--- src/hw/rtl/uep_pkg.sv ---
`default_nettype none
// ----------------------------------------------------------------------------
// uep_pkg
// Shared types and constants for the unicode escape parser: the request and
// response beats, the classified character passed from front to back, and the
// status codes.
// ----------------------------------------------------------------------------
package uep_pkg;

   // Character codes the parser looks for
   localparam logic [7:0] CHAR_BACKSLASH = 8'h5C;
   localparam logic [7:0] CHAR_LOWER_U   = 8'h75;
   localparam logic [7:0] CHAR_UPPER_U   = 8'h55;

   // Digit counts that close a hex group
   localparam logic [3:0] DIGITS_LONG  = 4'd8;
   localparam logic [3:0] DIGITS_SHORT = 4'd4;

   // Top bits of a UTF-16 unit that mark high and low surrogates
   localparam logic [5:0] SURR_HI_TAG = 6'b110110;
   localparam logic [5:0] SURR_LO_TAG = 6'b110111;
   localparam logic [20:0] PAIR_BIAS  = 21'h10000;

   // Queue between front and back; depth must be a power of two
   localparam int QUEUE_DEPTH = 4;
   localparam int QUEUE_AW    = $clog2(QUEUE_DEPTH);

   // Item kinds
   localparam logic KIND_CHAR = 1'b0;
   localparam logic KIND_END  = 1'b1;

   typedef enum logic [3:0] {
      ST_OK      = 4'd0,
      ST_TRUNC   = 4'd1,
      ST_NO_BS   = 4'd2,
      ST_NO_U    = 4'd3,
      ST_BAD_HEX = 4'd4,
      ST_LONE_LO = 4'd5,
      ST_NO_BS2  = 4'd6,
      ST_NO_U2   = 4'd7,
      ST_NOT_LO2 = 4'd8
   } status_type;

   typedef struct packed {
      logic       kind;
      logic [7:0] char_code;
   } req_type;

   typedef struct packed {
      logic [31:0] code_point;
      logic [3:0]  consumed;
      status_type  status;
   } rsp_type;

   // One character after classification
   typedef struct packed {
      logic       is_end;
      logic       is_bs;
      logic       is_lower_u;
      logic       is_upper_u;
      logic       hex_ok;
      logic [3:0] nibble;
   } class_type;

endpackage : uep_pkg
`default_nettype wire

--- src/hw/rtl/unicode_escape_parser_unit.sv ---
`default_nettype none
// ----------------------------------------------------------------------------
// unicode_escape_parser_unit
// Decodes one \uXXXX, \uXXXX\uXXXX surrogate pair or \UXXXXXXXX escape per
// sequence from a character stream and reports code point, length and status.
// ----------------------------------------------------------------------------
// The unit takes one character beat per clock and never stalls on its own:
// req_full rises only when the response beat is left unpopped long enough for
// the four-entry character queue to fill. The back-end state machine handles
// each character in a single update, which sets the rate. A response appears
// on rsp_data once the beat ending the sequence has passed through the queue
// and the state machine has taken it and loaded the response register; that
// take waits while an unpopped response still holds the register. Exactly one
// response comes per sequence, on success or at the
// first error; an end-of-text beat always yields a truncated response, even
// when no sequence has started, and the parser then returns to idle.
// ----------------------------------------------------------------------------
module unicode_escape_parser_unit (
   input  wire                   clock,
   input  wire                   reset,
   input  wire                   req_push,
   output logic                  req_full,
   input  wire uep_pkg::req_type req_data,
   output logic                  rsp_empty,
   input  wire                   rsp_pop,
   output uep_pkg::rsp_type      rsp_data
);

   uep_pkg::class_type front_class;
   uep_pkg::class_type queue_head;
   logic               queue_empty;
   logic               back_take;
   logic               back_rsp_valid;

   // Front: classify the character as it arrives
   uep_front u_front (
      .req_data   (req_data),
      .class_data (front_class)
   );

   // Decouple the input side from the state machine
   uep_queue u_queue (
      .clock     (clock),
      .reset     (reset),
      .push      (req_push),
      .push_data (front_class),
      .full      (req_full),
      .pop       (back_take),
      .empty     (queue_empty),
      .pop_data  (queue_head)
   );

   // Back: advance the parser one character per cycle while the response slot is
   // free or drains; it stalls while the last result waits unpopped
   uep_back u_back (
      .clock      (clock),
      .reset      (reset),
      .item_valid (!queue_empty),
      .item       (queue_head),
      .item_take  (back_take),
      .rsp_valid  (back_rsp_valid),
      .rsp_data   (rsp_data),
      .rsp_pop    (rsp_pop)
   );

   assign rsp_empty = !back_rsp_valid;

endmodule : unicode_escape_parser_unit
`default_nettype wire

--- src/hw/rtl/uep_front.sv ---
`default_nettype none
// ----------------------------------------------------------------------------
// uep_front
// Classifies each incoming character: end of text, backslash, u, U, and the
// hex digit value where it is one.
// ----------------------------------------------------------------------------
module uep_front (
   input  wire uep_pkg::req_type   req_data,
   output uep_pkg::class_type      class_data
);

   logic [7:0] c;

   assign c = req_data.char_code;

   always_comb begin
      class_data            = '0;
      class_data.is_end     = (req_data.kind == uep_pkg::KIND_END);
      class_data.is_bs      = (c == uep_pkg::CHAR_BACKSLASH);
      class_data.is_lower_u = (c == uep_pkg::CHAR_LOWER_U);
      class_data.is_upper_u = (c == uep_pkg::CHAR_UPPER_U);
      if (c >= 8'h30 && c <= 8'h39) begin
         class_data.hex_ok = 1'b1;
         class_data.nibble = c[3:0];
      end else if ((c >= 8'h41 && c <= 8'h46) || (c >= 8'h61 && c <= 8'h66)) begin
         // A-F and a-f share the low three bits: value is 9 + low bits
         class_data.hex_ok = 1'b1;
         class_data.nibble = 4'(c[2:0] + 3'd1) + 4'd8;
      end
   end

endmodule : uep_front
`default_nettype wire

--- src/hw/rtl/uep_queue.sv ---
`default_nettype none
// ----------------------------------------------------------------------------
// uep_queue
// Short queue of classified characters between front and back.
// ----------------------------------------------------------------------------
module uep_queue (
   input  wire                     clock,
   input  wire                     reset,
   input  wire                     push,
   input  wire uep_pkg::class_type push_data,
   output logic                    full,
   input  wire                     pop,
   output logic                    empty,
   output uep_pkg::class_type      pop_data
);

   uep_pkg::class_type             mem_ff [uep_pkg::QUEUE_DEPTH];
   logic [uep_pkg::QUEUE_AW-1:0]   wr_ptr_ff, wr_ptr_in;
   logic [uep_pkg::QUEUE_AW-1:0]   rd_ptr_ff, rd_ptr_in;
   logic [uep_pkg::QUEUE_AW:0]     count_ff, count_in;
   logic                           do_wr, do_rd;

   assign full     = (count_ff == (uep_pkg::QUEUE_AW+1)'(uep_pkg::QUEUE_DEPTH));
   assign empty    = (count_ff == '0);
   assign do_wr    = push && !full;
   assign do_rd    = pop && !empty;
   assign pop_data = mem_ff[rd_ptr_ff];

   always_comb begin
      wr_ptr_in = do_wr ? wr_ptr_ff + 1'b1 : wr_ptr_ff;
      rd_ptr_in = do_rd ? rd_ptr_ff + 1'b1 : rd_ptr_ff;
      count_in  = count_ff;
      if (do_wr && !do_rd) begin
         count_in = count_ff + 1'b1;
      end else if (do_rd && !do_wr) begin
         count_in = count_ff - 1'b1;
      end
   end

   always_ff @(posedge clock) begin
      if (do_wr) begin
         mem_ff[wr_ptr_ff] <= push_data;
      end
   end

   always_ff @(posedge clock) begin
      if (reset) begin
         wr_ptr_ff <= '0;
         rd_ptr_ff <= '0;
         count_ff  <= '0;
      end else begin
         wr_ptr_ff <= wr_ptr_in;
         rd_ptr_ff <= rd_ptr_in;
         count_ff  <= count_in;
      end
   end

endmodule : uep_queue
`default_nettype wire

--- src/hw/rtl/uep_back.sv ---
`default_nettype none
// ----------------------------------------------------------------------------
// uep_back
// Escape sequence state machine. Takes one classified character per cycle while
// the response slot is free or drains, and loads it on completion or first error.
// ----------------------------------------------------------------------------
module uep_back (
   input  wire                     clock,
   input  wire                     reset,
   input  wire                     item_valid,
   input  wire uep_pkg::class_type item,
   output logic                    item_take,
   output logic                    rsp_valid,
   output uep_pkg::rsp_type        rsp_data,
   input  wire                     rsp_pop
);

   typedef enum logic [2:0] {
      PH_IDLE,
      PH_KIND,
      PH_HEX32,
      PH_HEX16A,
      PH_BS2,
      PH_U2,
      PH_HEX16B
   } phase_type;

   phase_type          phase_ff, phase_in;
   logic [3:0]         digit_ff, digit_in;
   logic [31:0]        acc_ff, acc_in;
   logic [9:0]         first_ff, first_in;
   logic [3:0]         count_ff, count_in;
   logic               rsp_valid_ff, rsp_valid_in;
   uep_pkg::rsp_type   rsp_ff, rsp_in;

   logic               fin;
   uep_pkg::rsp_type   fin_rsp;
   logic [3:0]         used;
   logic [31:0]        acc_next;
   logic [3:0]         digit_next;
   logic [20:0]        pair_cp;

   // Advance when the response slot is free or drains this cycle
   assign item_take  = item_valid && (!rsp_valid_ff || rsp_pop);
   assign used       = count_ff + 4'd1;
   assign acc_next   = {acc_ff[27:0], item.nibble};
   assign digit_next = digit_ff + 4'd1;
   assign pair_cp    = {1'b0, first_ff, acc_next[9:0]} + uep_pkg::PAIR_BIAS;

   always_comb begin
      phase_in = phase_ff;
      digit_in = digit_ff;
      acc_in   = acc_ff;
      first_in = first_ff;
      count_in = used;
      fin      = 1'b0;
      fin_rsp  = '{code_point: 32'd0, consumed: used, status: uep_pkg::ST_OK};

      if (item.is_end) begin
         fin             = 1'b1;
         fin_rsp.consumed = count_ff;
         fin_rsp.status  = uep_pkg::ST_TRUNC;
      end else begin
         unique case (phase_ff)
            PH_IDLE: begin
               if (item.is_bs) begin
                  phase_in = PH_KIND;
               end else begin
                  fin            = 1'b1;
                  fin_rsp.status = uep_pkg::ST_NO_BS;
               end
            end
            PH_KIND: begin
               digit_in = '0;
               acc_in   = '0;
               if (item.is_upper_u) begin
                  phase_in = PH_HEX32;
               end else if (item.is_lower_u) begin
                  phase_in = PH_HEX16A;
               end else begin
                  fin            = 1'b1;
                  fin_rsp.status = uep_pkg::ST_NO_U;
               end
            end
            PH_HEX32, PH_HEX16A, PH_HEX16B: begin
               acc_in   = acc_next;
               digit_in = digit_next;
               if (!item.hex_ok) begin
                  fin            = 1'b1;
                  fin_rsp.status = uep_pkg::ST_BAD_HEX;
               end else if (phase_ff == PH_HEX32) begin
                  if (digit_next == uep_pkg::DIGITS_LONG) begin
                     fin                = 1'b1;
                     fin_rsp.code_point = acc_next;
                  end
               end else if (digit_next == uep_pkg::DIGITS_SHORT) begin
                  fin = 1'b1;
                  if (phase_ff == PH_HEX16A) begin
                     if (acc_next[15:10] == uep_pkg::SURR_LO_TAG) begin
                        fin_rsp.status = uep_pkg::ST_LONE_LO;
                     end else if (acc_next[15:10] == uep_pkg::SURR_HI_TAG) begin
                        // Hold the high half and wait for the second escape
                        fin      = 1'b0;
                        first_in = acc_next[9:0];
                        phase_in = PH_BS2;
                     end else begin
                        fin_rsp.code_point = {16'd0, acc_next[15:0]};
                     end
                  end else if (acc_next[15:10] != uep_pkg::SURR_LO_TAG) begin
                     fin_rsp.status = uep_pkg::ST_NOT_LO2;
                  end else begin
                     fin_rsp.code_point = {11'd0, pair_cp};
                  end
               end
            end
            PH_BS2: begin
               if (item.is_bs) begin
                  phase_in = PH_U2;
               end else begin
                  fin            = 1'b1;
                  fin_rsp.status = uep_pkg::ST_NO_BS2;
               end
            end
            PH_U2: begin
               digit_in = '0;
               acc_in   = '0;
               if (item.is_lower_u) begin
                  phase_in = PH_HEX16B;
               end else begin
                  fin            = 1'b1;
                  fin_rsp.status = uep_pkg::ST_NO_U2;
               end
            end
            default: begin
               phase_in = PH_IDLE;
            end
         endcase
      end

      // Drop all sequence state once a result is out
      if (fin) begin
         phase_in = PH_IDLE;
         digit_in = '0;
         acc_in   = '0;
         first_in = '0;
         count_in = '0;
      end

      rsp_valid_in = rsp_valid_ff && !rsp_pop;
      rsp_in       = rsp_ff;
      if (item_take && fin) begin
         rsp_valid_in = 1'b1;
         rsp_in       = fin_rsp;
      end
   end

   always_ff @(posedge clock) begin
      if (reset) begin
         phase_ff     <= PH_IDLE;
         digit_ff     <= '0;
         acc_ff       <= '0;
         first_ff     <= '0;
         count_ff     <= '0;
         rsp_valid_ff <= 1'b0;
      end else begin
         if (item_take) begin
            phase_ff <= phase_in;
            digit_ff <= digit_in;
            acc_ff   <= acc_in;
            first_ff <= first_in;
            count_ff <= count_in;
         end
         rsp_valid_ff <= rsp_valid_in;
      end
      rsp_ff <= rsp_in;
   end

   assign rsp_valid = rsp_valid_ff;
   assign rsp_data  = rsp_ff;

endmodule : uep_back
`default_nettype wire

--- config.mk ---
export PLATFORM = sky130hd
export DESIGN_NAME = unicode_escape_parser_unit
export DESIGN_NICKNAME = d
export VERILOG_FILES = /design/src/hw/rtl/uep_pkg.sv /design/src/hw/rtl/unicode_escape_parser_unit.sv /design/src/hw/rtl/uep_front.sv /design/src/hw/rtl/uep_queue.sv /design/src/hw/rtl/uep_back.sv
export SDC_FILE = /design/constraint.sdc
export NUM_CORES = 1
export LEC_CHECK = 0
export BUFFER_PORTS_ARGS = -buffer_cell sky130_fd_sc_hd__buf_2
export CAP_MARGIN = 20
export CORE_AREA = 2 2 124 126
export CTS_BUF_LIST = sky130_fd_sc_hd__clkbuf_4
export DETAILED_ROUTE_END_ITERATION = 12
export DIE_AREA = 0 0 126 128
export GPL_TIMING_DRIVEN = 0
export PLACE_DENSITY = 0.6
export SLEW_MARGIN = 20
export SYNTH_ARGS = -nofsm -noshare
export SYNTH_HDL_FRONTEND = slang
export SYNTH_SLANG_ARGS = --single-unit
--- constraint.sdc ---
create_clock -name clock -period 8.3 [get_ports clock]
set_input_delay 0.415 -clock clock [delete_from_list [all_inputs] [get_ports clock]]
set_output_delay 0.415 -clock clock [all_outputs]
set_load 0.01 [all_outputs]
==> reports/qor.csv <==
metric;value;unit
place_area;6250;µm²
drive_gt1_share;19.6;%
crit_required;8.74;ns
synthesis.nets;485;
rsz0062_at_grt;no;
maxCapViolCount;0;
worstPathArrival;3.43;ns
ys_ff_latch;135;
drc;0;
synthArstFlopShare;0;%
drt-met1-wl;5030;µm
worst_pin_slew;0.977;ns
worstHoldStart;req_data[8];
synth_top_cells_by_count;76 x edfxtp_1, 59 x dfxtp_1, 39 x nor2_1;
p_leak;2.48;nW
hold_end;u_queue.mem_ff[2][8]$_DFFE_PP_;
place_hpwl;8200;µm
setup.worst_path.end_class;flop;
met3_length;511;µm
cts_buffers;17;
cts_tree;yes;
period_share;36.1;%
layout_min_cycle_time;2.99;ns
syn2layout_area_growth;15.7;%
criticalPathCategory;flop to flop;
n_antenna_cell;0;
synth.most_common_cell;edfxtp_1;
clk_path_buf_depth;2;
setup_viol;0;
post-cts-setup-buffers;0;
syn_area_per_cell;12.4;µm²
vias;3847;
grt_pass1_wl;18700;µm
fin_skew;0.0187;ns
netlist_area;5700;µm²
io_buffers;54;
nets;560;
synth_top_family_by_area;compound AO/OA/AOI/OAI gates;
synth_area_leader_cell;edfxtp_1;
muxShareOfSynthArea;4.61;%
fin_total_pwr;0.00201;W
hold_class;primary input to flop;
cts_htree_levels;4;
cts_sinks;135;
wl_per_cell;15.5;µm
outcome;complete, no violations;
cts_hold_buffers;0;
synth_compound_area_share;13.4;%
die_w;126;µm
first_pass_iters;4;
synth_ff_type;edfxtp_1;
synth_top_area_share;40.1;%
initial_utilization;38.3;%
finalSetupTns;0;ns
slew_viol_final;0;
chipHeight;128;µm
r2r_cells;8;
core;14900;µm²
dieArea;16100;µm²
grt_pass1_vias;3723;
drt_iter0_drc;263;
ys_types;59;
max_freq;334;MHz
gp_congestion;0.914;
r2r-end;u_back.first_ff[2]$_SDFFE_PP0P_;
worstHoldPathCells;1;
ir_drop;0.100;mV
synth-xor-area-share;1.69;%
timing_hold_violations_final;0;
rows;45;
regToRegSetupSlack;5.31;ns
avgViaCountPerCell;5.24;
yosys_warnings;0;
pin_count;55;
grtUsageTotal;14.8;%
slew_headroom;34.0;%
insertion_delay;0.54;ns
path_clk_slew;0.11;ns
synthSimpleGateAreaFrac;13.2;%
gr-total-overflow;0;
power.density;305;nW/µm²
clockRootBuffer;clkbuf_4;
crit_fanout;16;
grt_max_degree;17;
finalWirelength;11400;µm
cts_resized;0;
ys_seq_area_share;60.8;%
synthTopCellsByArea;edfxtp_1 40%, dfxtp_1 21%, a22o_1 5.1%;
crit_path_start_kind;flop;
routed.top_layer;met4;
netlist_instances;458;
stdcell_area;6600;µm²
antenna_found_initial;0;
ant_nets;0;
synthAdderAreaFrac;3.21;%
dr_wl_met2;5550;µm
synth_edf_count;76;
power breakdown:
part,switching [W],internal (W)
sequential,0.0000412,0.000877
combinational,0.000365,0.000224
clock,0.000231,0.000270
total,0.000638,0.00137
worst max-delay path by stage:
stage | slack [ns] | to
after floorplan | 4.78 | u_back.first_ff[0]$_SDFFE_PP0P_
after global placement | 3.85 | u_back.first_ff[1]$_SDFFE_PP0P_
after detailed placement | 5.27 | u_back.first_ff[0]$_SDFFE_PP0P_
after CTS | 5.25 | u_back.first_ff[7]$_SDFFE_PP0P_
after global routing | 5.11 | u_back.first_ff[5]$_SDFFE_PP0P_
final | 5.31 | u_back.first_ff[2]$_SDFFE_PP0P_
state kept, by name, summed over array words and instances (netlist names), named ones only:
name and cells:
u_back.rsp_data 40, u_queue.mem_ff 36, u_back.acc_ff 28, u_back.first_ff 10, u_back.count_ff 4, u_back.digit_ff 4
u_back.phase_ff 3, u_queue.count_ff 3, u_queue.rd_ptr_ff 2, u_queue.wr_ptr_ff 2, u_back.rsp_valid 1
metrics by stage:
| step | worst slack [ns] | instances | utilization [%] | hold slack, ns |
|---|---|---|---|---|
| 2_1_floorplan | 4.78 | 458 | - | 0.441 |
| 3_3_place_gp | 3.85 | 700 | 41.7 | 0.453 |
| 3_5_place_dp | 5.27 | 702 | 42.1 | 0.466 |
| 4_1_cts | 5.25 | 734 | 44.4 | 0.0495 |
| 5_1_grt | 5.11 | 734 | 44.4 | 0.0476 |
| 6_report | 5.31 | 734 | 44.4 | 0.0905 |
placed cells by master (no fill, tap or decap), drive strengths merged, types with 14 or more instances in the layout:
master	count
buf	63
nor2	39
dfxtp	59
nand3	14
inv	23
nand2	20
o21ai	14
clkbuf	32
a22o	33
edfxtp	76
and2	17
metal layers:
metal / up-vias / global-route usage (%)
li1: 1874 / -
met1: 1857 / 17.8
met2: 94 / 24.5
met3: 22 / 4.59
met4: 0 / 6.92
met5: - / 0
worst max-delay path, stage by stage, from the launching register on:
cell and delay [ns]:
dfxtp_1 0.37, buf_4 0.23, mux4_2 0.55, a221o_1 0.33, o21a_1 0.29, a31oi_4 0.50
buf_16 0.23, nor3_2 0.11, a22o_1 0.27
cells by family after synthesis:
group,Yosys count
AOI/OAI and AO/OA,100
buffers and inverters,43
xor gates and xnor gates,11
and+or+nand+nor,139
adders and majority gates,14
DFF,135
muxes,16
area by class of cell:
class                           count  area, µm²
Multi-Input combinational cell    280       2060
Fill cell                        1396       8270
Timing Repair Buffer               56        313
Clock inverter                     14        205
Buffer                             21       96.3
Inverter                           22       82.6
Sequential cell                   135       3460
Tap cell                          188        235
Clock buffer                       18        135
Power figures use the tool's default switching activity.
